==> src/rtl/lmsp_pkg.sv <==
package lmsp_pkg;

	// Fixed panel geometry and field widths.
	localparam int PANEL_ROWS = 32;
	localparam int HALF_ROWS  = PANEL_ROWS / 2;
	localparam int ROW_W      = 4;
	localparam int PLANE_W    = 4;
	localparam int LEVEL_W    = 5;
	localparam int BYTE_W     = 8;
	localparam int COLOR_W    = 6;
	localparam int CHAN_W     = 2;

	// Input item kinds.
	localparam logic OP_PIXEL = 1'b0;
	localparam logic OP_TICK  = 1'b1;

	// Color channel codes, in the order the bytes arrive.
	localparam logic [CHAN_W-1:0] CH_RED   = 2'd0;
	localparam logic [CHAN_W-1:0] CH_GREEN = 2'd1;
	localparam logic [CHAN_W-1:0] CH_BLUE  = 2'd2;

	typedef enum logic [1:0] {
		CTL_IDLE,
		CTL_SCAN,
		CTL_DRAIN
	} ctl_state_t;

	typedef struct packed {
		logic write_px;    // store one pixel byte
		logic start_scan;  // clear the column counter
		logic issue;       // read one column and push it down the pipe
		logic finish;      // step row and plane counters
	} ctl_cmd_t;

	typedef struct packed {
		logic frame_ready;
		logic advance;     // pipe may move this cycle
		logic col_last;    // column counter is on the final column
	} dp_status_t;

endpackage

==> src/rtl/lmsp_ctrl.sv <==
module lmsp_ctrl (
	input  logic                  clk,
	input  logic                  arst_n,
	input  logic                  item_valid,
	input  logic                  op,
	input  lmsp_pkg::dp_status_t  status,
	output logic                  item_stall,
	output lmsp_pkg::ctl_cmd_t    cmd
);

	lmsp_pkg::ctl_state_t state_q;
	lmsp_pkg::ctl_state_t state_next;

	always_ff @(posedge clk or negedge arst_n) begin
		if (!arst_n) begin
			state_q <= lmsp_pkg::CTL_IDLE;
		end else begin
			state_q <= state_next;
		end
	end

	always_comb begin
		state_next = state_q;
		item_stall = 1'b1;
		cmd        = '0;
		case (state_q)
			lmsp_pkg::CTL_IDLE: begin
				item_stall = 1'b0;
				if (item_valid) begin
					if (op == lmsp_pkg::OP_PIXEL) begin
						cmd.write_px = 1'b1;
					end else if (status.frame_ready) begin
						// A tick before the first full frame is taken and dropped.
						cmd.start_scan = 1'b1;
						state_next     = lmsp_pkg::CTL_SCAN;
					end
				end
			end
			lmsp_pkg::CTL_SCAN: begin
				if (status.advance) begin
					cmd.issue = 1'b1;
					if (status.col_last) begin
						state_next = lmsp_pkg::CTL_DRAIN;
					end
				end
			end
			lmsp_pkg::CTL_DRAIN: begin
				// The final column moves into the output register here.
				if (status.advance) begin
					cmd.finish = 1'b1;
					state_next = lmsp_pkg::CTL_IDLE;
				end
			end
			default: begin
				state_next = lmsp_pkg::CTL_IDLE;
			end
		endcase
	end

endmodule

==> config.mk <==
export PLATFORM = sky130hd
export DESIGN_NAME = lmsp_ctrl
export DESIGN_NICKNAME = d
export VERILOG_FILES = /design/src/rtl/lmsp_pkg.sv /design/src/rtl/lmsp_ctrl.sv
export SDC_FILE = /design/constraint.sdc
export NUM_CORES = 1
export LEC_CHECK = 0
export ABC_AREA = 1
export BUFFER_PORTS_ARGS = -buffer_cell sky130_fd_sc_hd__buf_4
export CAP_MARGIN = 20
export CORE_AREA = 3 3 40 42
export CTS_BUF_LIST = sky130_fd_sc_hd__clkbuf_8
export CTS_CLUSTER_SIZE = 25
export DETAILED_ROUTE_END_ITERATION = 8
export DIE_AREA = 0 0 43 45
export SYNTH_ARGS = -nofsm -noshare
export SYNTH_HDL_FRONTEND = slang
export SYNTH_SLANG_ARGS = --single-unit
==> constraint.sdc <==
create_clock -name clk -period 1 [get_ports clk]
set_input_delay 0.15 -clock clk [delete_from_list [all_inputs] [get_ports clk]]
set_output_delay 0.15 -clock clk [all_outputs]
set_load 0.005 [all_outputs]
; ---- Yosys cells after proc, flatten, opt, wreduce, memory -nomap -nowiden
; Cells that the tools add are included.
; W data, S select, Z words.
[word_totals]
mem_bits_ro = 0
mem_count = 0
input_bits = 7
mem_bits_rw = 0
reg_bits = 2
latch_bits = 0
out_inout_bits = 5
[op_classes]
bitwise = 0
mux = 16
n_reduce_logical = 2
n_div = 0
n_mul = 0
addsub = 0
n_shift = 0
order_cmp = 0
n_eq_ne = 8
[op_table]
columns = operator, n
row1 = $mux W2, 8
row2 = $ne A2 B2 Y1 const B, 6
row3 = $mux W1, 7
row4 = $pmux W2 S3, 1
row5 = $reduce_and A6 Y1, 1
row6 = $eq A2 B1 Y1 const B, 1
row7 = $eq A2 B2 Y1 const B, 1
row8 = $logic_not A2 Y1, 1

; ---- Longest topological paths before layout
; Gate-level depths: netlist of the first run.
[depth]
ltp_word = 4
mapped_depth = 4

; ---- Worst setup path after synthesis of the first run
; OpenSTA, ideal clock, no wires.
[synth_timing]
path_kind = reg-to-output
startpoint = register state_q[0]
endpoint = output cmd[3] in the netlist's numbering
n_path_buf = 0
path_slack_ps = 88
path_stages_with_launch = 4
arrival_time_ps = 762
path_cell_list = dfrtp_1 nor2_2 inv_2 nor3b_2
[synth_rtl]
columns = element, line
row1 = start: declaration, lmsp_ctrl.sv:11  ; lmsp_pkg::ctl_state_t state_q;
row2 = start signal: assignment, lmsp_ctrl.sv:16  ; state_q <= lmsp_pkg::CTL_IDLE;
row3 = start signal: assignment, lmsp_ctrl.sv:18  ; state_q <= state_next;
row4 = end: declaration, lmsp_ctrl.sv:8  ; output lmsp_pkg::ctl_cmd_t cmd

==> flow_summary.ini, run 1 <==
[floorplan]
fp.dieW_um = 43
placementRows = 13
core_area_sq_mm = 0.001285
die-area_sq_mm = 0.001935
io_pins = 12
initial_core_util = 0.1071
fp.dieH_um = 45

[pwr]
pwr_density_cell_mw_per_mm2 = 1940
irDropWorstVdd_mv = 0.4444
finalPower_mw = 0.5996
p_leak_nw = 0.1762

[setup_path]
rr_worst_depth = 2
startpoint_type = flop
crit_type = reg -> out
cp_data_required_time_ns = 0.85
reg2reg_slack_ns = 0.08
cp-end-kind = output port
reg2reg_to = state_q[1]
cp_max_fo = 2
regToRegStartpoint = state_q[0]
arrival_ns = 1.04

[outcome]
violations = setup timing
status = finished, violations left

[logic_synthesis]
ys_ff_latch = 2
yosys.area.top_type = dfrtp_1
syn_area_per_cell_sq_um = 7.244
netlist_area_sq_um = 137.6
netlist_instances = 19
netlist.area_leader.share = 0.3636
ys_types = 12
yosysWarnings = 0
yosysSeqAreaShare = 0.3636
synthTopCellsByArea = dfrtp_1, inv_1, nor3b_2, nand2_1, o211ai_1
mappedNetlistNets = 26

[drt]
wirelength_um = 423
drt-wirelength-per-cell_um = 8.294
vias = 189
first_pass_iters = 1
drc = 0
ant_nets = 0
detail_route.iter0.violations = 0
vias_per_cell = 3.706

[sta]
fmax_mhz = 841.0
worst_pin_slew_ns = 0.2411
finClkSkew_ns = 0.001196
relSlewSlack = 0.8379
layout_min_cycle_time_ns = 1.189
setup_viol = 5
slew_viol_final = 0
finalCritPeriodShare = 1.189
rsz0062_at_grt = true
hold_slack_ns = 0.1525
hold_viol_final = 0
setup_slack_ns = -0.1890

[clock_tree]
clock-root-buffer = clkbuf_8
clk_pin_slew_ns = 0.03
htreeDepth = 1
clk_path_buf_depth = 2
cts_tree = yes
numCtsBuffers = 3
insertion_delay_ns = 0.21
cts_sinks = 2

[run]
maxCapViolCount = 0

[worst_hold_path]
hold_depth = 2
min-delay-start = status[1]
worstHoldPathType = in -> reg
min_to = state_q[1]

[cells_and_area]
antenna_cells = 0
syn_to_final_growth_pct = 124.5
top_register = state_q
nNetsFinal = 45
reg_top3 = state_q: 2 flops
largest_reg_flops = 2
final_layout_size_suffix_gt1_frac = 0.5278

[global_routing]
antenna_found_initial = 0
grt_pass1_vias = 180
overflow = 0
grt_max_degree = 6
grt_pass1_wl_um = 600
grt_use_total = 0.05083

[placed_design]
place_congestion = 0.6391
io_buffers = 11
hpwl_um = 312
-- per-layer routing --
layer / wire [um] / global-route usage
met1: 124 / 0.03623
met2: 223 / 0.07485
met3: 54 / 0.03586
met4: 19 / 0.07229
met5: 0 / 0
-- worst max-delay path: stages (launching register included) --
cell and delay [ns]:
dfrtp_1 0.37, nor2_2 0.14, inv_2 0.05, nor3b_2 0.14, buf_4 0.12
-- what timing repair did --
item,CTS,global route
gates resized for setup,1,0
endpoints found under the setup margin,5,5
buffers inserted,1,0
endpoints found under the hold margin,2,0
pin swaps,1,0
hold buffers,1,0
-- Yosys cell counts (all sizes together) --
cell type / number
nand4: 1
dfrtp: 2
nand2: 3
nor3: 1
nor2: 2
o31ai: 1
nor3b: 1
o211ai: 1
inv: 6
nand3: 1
-- where the power goes --
| group | leakage, nW | internal (mW) | switching, mW |
|---|---|---|---|
| combinational | 0.128 | 0.0994 | 0.0678 |
| sequential | 0.0266 | 0.0948 | 0.0108 |
| clock | 0.0216 | 0.255 | 0.0715 |
-- layout by cell type (no fill, tap or decap) --
| master | n |
|---|---|
| nor2_2 | 1 |
| inv_2 | 1 |
| buf_4 | 12 |
| clkbuf_8 | 3 |
| dlygate4sd3_1 | 1 |
| nand4_1 | 1 |
| inv_1 | 5 |
| nand3_1 | 1 |
| nor3b_2 | 1 |
| nand2_1 | 3 |
| o31ai_1 | 1 |
| buf_6 | 1 |
| dfrtp_1 | 2 |
| o211ai_1 | 1 |
| nor2_1 | 1 |
| nor3_1 | 1 |
-- layout make-up --
type | count | area (sq um)
repair buffers | 14 | 111.4
inverters | 6 | 22.52
flip-flops and latches | 2 | 50.05
multi-input cells | 11 | 65.06
fillers | 146 | 975.9
well taps | 15 | 18.77
clock buffers | 3 | 41.29
-- through the flow --
| step | util | setup WS, ns | setup TNS [ns] | cells | instance area [sq um] |
|---|---|---|---|---|---|
| 2_1_floorplan | - | 0.08760 | 0 | 19 | 137.6 |
| 3_3_place_gp | 0.1918 | 0.008593 | 0 | 46 | 246.5 |
| 3_5_place_dp | 0.1918 | 0.001031 | 0 | 46 | 246.5 |
| 4_1_cts | 0.2405 | -0.2039 | -0.8011 | 51 | 309.0 |
| 5_1_grt | 0.2405 | -0.2619 | -1.044 | 51 | 309.0 |
| 6_report | 0.2405 | -0.1890 | -0.7493 | 51 | 309.0 |
-- cells by family after synthesis --
kind of cell / count (synthesis) / synth area share
AOI/OAI and AO/OA: 2 / 0.1091
buffers and inverters: 6 / 0.1636
DFF: 2 / 0.3637
and+or+nand+nor: 9 / 0.3636
-- how the worst max path moves through the flow --
| stage | startpoint | end | cells past startpoint |
|---|---|---|---|
| after floorplan | state_q[0] | cmd[3] | 3 |
| after global placement | state_q[0] | cmd[3] | 4 |
| after detailed placement | state_q[0] | cmd[3] | 4 |
| after CTS | state_q[0] | cmd[3] | 4 |
| after global routing | state_q[0] | cmd[3] | 4 |
| final | state_q[1] | cmd[3] | 4 |
Power figures use the tool's default switching activity.
==> inputs of run 2 (changes only) <==
==> constraint.sdc (replaced) <==
create_clock -name clk -period 1.3 [get_ports clk]
set_input_delay 0.195 -clock clk [delete_from_list [all_inputs] [get_ports clk]]
set_output_delay 0.195 -clock clk [all_outputs]
set_load 0.005 [all_outputs]
==> run 2 against run 1 <==
Final area down 1.2%. Register-to-register slack better by 0.20 ns. Critical endpoint is now cmd[0]. Flip-flop and latch count did not move. Setup slack improved by 0.23 ns. The flow now finishes without violations. Total power down 26%.
==> flow_summary.ini, run 2 (synthesized netlist as in run 1, its figures left out) <==
[outcome]
status = complete, no violations

[floorplan]
io_pins = 12
core_area_sq_mm = 0.001285
placementRows = 13
fp.dieH_um = 45
fp.dieW_um = 43
die-area_sq_mm = 0.001935
initial_core_util = 0.1071

[clock_tree]
post_cts_resized = 0
clk_pin_slew_ns = 0.03
clk_path_buf_depth = 2
cts_sinks = 2
numCtsBuffers = 3
cts_tree = yes
insertion_delay_ns = 0.21
clock-root-buffer = clkbuf_8
htreeDepth = 1

[worst_hold_path]
min-delay-start = status[1]
worstHoldPathType = in -> reg

[cells_and_area]
mostFrequentLayoutCells = buf_4, inv_1, nand2_1, clkbuf_8, dfrtp_1
fin_util = 0.2376
top_register = state_q
nNetsFinal = 45
fill_cells = 150
final_common_cell = buf_4
layoutNonFillerInstCount = 51
final_layout_size_suffix_gt1_frac = 0.5278
antenna_cells = 0
syn_to_final_growth_pct = 121.8
reg_top3 = state_q: 2 flops
fin_area_sq_um = 305.3
largest_reg_flops = 2

[sta]
fmax_mhz = 794.2
finClkSkew_ns = 0.001757
setup_slack_ns = 0.04090
fin_setup_tns_ns = 0
relSlewSlack = 0.8488
layout_min_cycle_time_ns = 1.259
worst_pin_slew_ns = 0.2248
hold_viol_final = 0
setup_viol = 0
rsz0062_at_grt = true
finalCritPeriodShare = 0.9685
slew_viol_final = 0

[drt]
drt-wirelength-per-cell_um = 8.490
vias_per_cell = 3.549
first_pass_iters = 1
detail_route.iter0.violations = 0
ant_nets = 0
drc = 0
vias = 181
wirelength_um = 433

[pwr]
pwr_density_cell_mw_per_mm2 = 1460
p_leak_nw = 0.1752
irDropWorstVdd_mv = 0.3099

[setup_path]
regToRegStartpoint = state_q[0]
cp_max_fo = 4
crit_start = state_q[0]
crit_type = reg -> out
cp-end-kind = output port
cp_data_required_time_ns = 1.11
startpoint_type = flop
arrival_ns = 1.06

[placed_design]
io_buffers = 11
pre_cts_slack_ns = 0.2034
dp.cells = 45
place_congestion = 0.5969
placed_area_sq_um = 239.0

[global_routing]
antenna_found_initial = 0
grt_pass1_vias = 171
grt_use_total = 0.05329
overflow = 0
grt_pass1_wl_um = 607
grt_max_degree = 6

[run]
maxCapViolCount = 0
==> run 2: where the power goes <==
part	switching [mW]	total [mW]	internal (mW)
sequential	0.00698	0.0799	0.0729
combinational	0.0528	0.122	0.0689
clock	0.0483	0.244	0.196
==> run 2: critical path, cell delays in order (launching register included) <==
cell and delay (ns):
dfrtp_1 0.38, buf_4 0.15, nor3_1 0.18, buf_4 0.14
==> run 2: repair_timing <==
item / in CTS / in global routing
hold endpoints to repair: 2 / 0
hold buffers: 1 / 0
setup buffers: 2 / 0
endpoints found under the setup margin: 1 / 1
pin swaps: 0 / 1
==> run 2: per-layer routing <==
metal / share of wire / vias up / track usage
met5: 0 / - / 0
met4: 0.018 / 0 / 0.09036
met3: 0.12 / 2 / 0.03586
met2: 0.52 / 7 / 0.08383
met1: 0.33 / 76 / 0.02892
li1: - / 96 / -
==> run 2: stage by stage <==
step | hold slack, ns | power (mW)
final | 0.2011 | 0.4457
after global routing | 0.2147 | 0.4706
after CTS | 0.2006 | 0.4526
after detailed placement | -0.02131 | 0.1819
after global placement | -0.02165 | 0.1799
after floorplan | -0.1006 | 0.1286
==> run 2: cell type report <==
class | instances | area, sq um | share of cell area
Clock buffer | 3 | 41.29 | 0.1352
Timing Repair Buffer | 14 | 107.6 | 0.3525
Inverter | 6 | 22.52 | 0.07377
Multi-Input combinational cell | 11 | 65.06 | 0.2131
Sequential cell | 2 | 50.05 | 0.1639
Tap cell | 15 | 18.77 | 0.06148
==> run 2: path summary, 6_finish.rpt <==
path / cells past startpoint / slack [ns] / end
min in group asynchronous: 2 / 0.31 / state_q[0]
max: 3 / 0.04 / cmd[0]
max reg2reg: 3 / 0.28 / state_q[1]
max in group asynchronous: 2 / 0.90 / state_q[1]
min: 2 / 0.20 / state_q[1]
min reg2reg: 3 / 0.60 / state_q[0]
==> inputs of run 3 (changes only) <==
--- a/config.mk
+++ b/config.mk
@@ -13,6 +13,7 @@
 export CTS_CLUSTER_SIZE = 25
 export DETAILED_ROUTE_END_ITERATION = 8
 export DIE_AREA = 0 0 43 45
+export SLEW_MARGIN = 25
 export SYNTH_ARGS = -nofsm -noshare
 export SYNTH_HDL_FRONTEND = slang
 export SYNTH_SLANG_ARGS = --single-unit
==> constraint.sdc (replaced) <==
create_clock -name clk -period 1.35 [get_ports clk]
set_input_delay 0.2025 -clock clk [delete_from_list [all_inputs] [get_ports clk]]
set_output_delay 0.2025 -clock clk [all_outputs]
set_load 0.005 [all_outputs]
==> run 3 against run 2 <==
Critical path type unchanged. Highest routed layer unchanged. Critical path depth up 1. Core utilization shrank 1.1 points. Global-route usage fell by 0.33 points. First-iteration DRC count unchanged. Die area did not move.
==> flow_summary.ini, run 3 (synthesized netlist as in run 1, its figures left out) <==
[floorplan]
fp.dieH_um = 45
io_pins = 12
placementRows = 13
core_area_sq_mm = 0.001285
die-area_sq_mm = 0.001935
fp.dieW_um = 43
initial_core_util = 0.1071

[clock_tree]
insertion_delay_ns = 0.21
htreeDepth = 1
clk_path_buf_depth = 2
clock-root-buffer = clkbuf_8
cts_tree = yes
numCtsBuffers = 3
cts_sinks = 2
clk_pin_slew_ns = 0.03

[global_routing]
grt_pass1_vias = 161
grt_pass1_wl_um = 565
antenna_found_initial = 0
overflow = 0
grt_use_total = 0.04996
grt_max_degree = 7

[cells_and_area]
final_common_cell = buf_4
antenna_cells = 0
syn_to_final_growth_pct = 111.8
nNetsFinal = 43
reg_top3 = state_q: 2 flops
top_register = state_q
largest_reg_flops = 2
mostFrequentLayoutCells = buf_4, inv_1, nand2_1, clkbuf_8
final_layout_size_suffix_gt1_frac = 0.5294

[pwr]
p_seq_frac = 0.203
clkPwrFrac = 0.573
power_frac_comb = 0.224
p_leak_nw = 0.1636
swShare = 0.2412
intPower_mw = 0.3115
irDropWorstVdd_mv = 0.2980
pwr_density_cell_mw_per_mm2 = 1408
switchingPower_mw = 0.09902

[drt]
vias = 175
detail_route.iter0.violations = 0
drc = 0
ant_nets = 0
vias_per_cell = 3.571
first_pass_iters = 1
wirelength_um = 399
drt-wirelength-per-cell_um = 8.143

[sta]
finClkSkew_ns = 0.001755
setup_slack_ns = 0.07469
hold_viol_final = 0
finalCritPeriodShare = 0.9447
relSlewSlack = 0.8531
worst_pin_slew_ns = 0.2185
rsz0062_at_grt = false
fmax_mhz = 784.1
slew_viol_final = 0
setup_viol = 0
layout_min_cycle_time_ns = 1.275
fin_setup_tns_ns = 0

[setup_path]
cp_data_required_time_ns = 1.15
cp_max_fo = 6
startpoint_type = flop
crit_type = reg -> out
cp-end-kind = output port
arrival_ns = 1.07

[placed_design]
pre_cts_slack_ns = 0.2459
io_buffers = 11
place_congestion = 0.5969

[worst_hold_path]
worstHoldPathType = in -> reg

[run]
maxCapViolCount = 0

[outcome]
status = complete, no violations
-- run 3: cell count changes in the layout (fill, tap and decap cells not counted) --
cell	change
buf_4	-2
dfrtp_1	-1
dfrtp_2	+1
-- run 3: final cells by class --
| cell class | instances | area (sq um) |
|---|---|---|
| well taps | 15 | 18.77 |
| multi-input cells | 11 | 65.06 |
| clock buffers | 3 | 41.29 |
| inverters | 6 | 22.52 |
| fillers | 151 | 993.5 |
| flip-flops and latches | 2 | 51.30 |
| repair buffers | 12 | 92.59 |
-- run 3: layer usage --
layer  up-vias  wire (um)  global-route usage
met5         -          0                   0
met4         0          8             0.09036
met3         2         54             0.03586
met2         7        198             0.07186
met1        74        138             0.02892
li1         92          -                   -
-- run 3: power by group through the flow --
stage	clock network (mW)	registers [mW]	logic (mW)
floorplan	0	0.0809	0.0429
global placement	0	0.0819	0.0913
detailed placement	0	0.0830	0.0921
CTS	0.241	0.0822	0.0947
global route	0.248	0.0848	0.102
finish	0.235	0.0835	0.0920
-- run 3: worst paths after layout --
path / startpoint / to / slack [ns] / depth (start not counted)
max: state_q[0] / cmd[3] / 0.07 / 4
min: status[1] / state_q[1] / 0.21 / 2
max reg2reg: state_q[0] / state_q[0] / 0.54 / 3
min reg2reg: state_q[0] / state_q[1] / 0.54 / 1
max in group asynchronous: arst_n / state_q[0] / 0.94 / 2
min in group asynchronous: arst_n / state_q[0] / 0.32 / 2
-- run 3: worst max-delay path: stages, from the launching register on --
cell,delay [ns]
dfrtp_2,0.43
nor2_2,0.12
inv_2,0.05
nor3b_2,0.14
buf_4,0.12
-- run 3: timing repair --
action | 4_1_cts | 5_1_grt
resized for setup | 0 | 1
endpoints found under the setup margin | 0 | 1
hold buffers | 1 | 0
buffers inserted | 0 | 0
endpoints found under the hold margin | 2 | 0
-- run 3: through the flow --
step	hold WS [ns]	instances	area [sq um]	util	power, mW
after floorplan	-0.09309	19	137.6	-	0.1239
after global placement	-0.01415	45	239.0	0.1860	0.1732
after detailed placement	-0.01381	45	239.0	0.1860	0.1751
after CTS	0.2081	49	290.3	0.2259	0.4182
after global routing	0.2222	49	291.5	0.2269	0.4344
final	0.2066	49	291.5	0.2269	0.4105
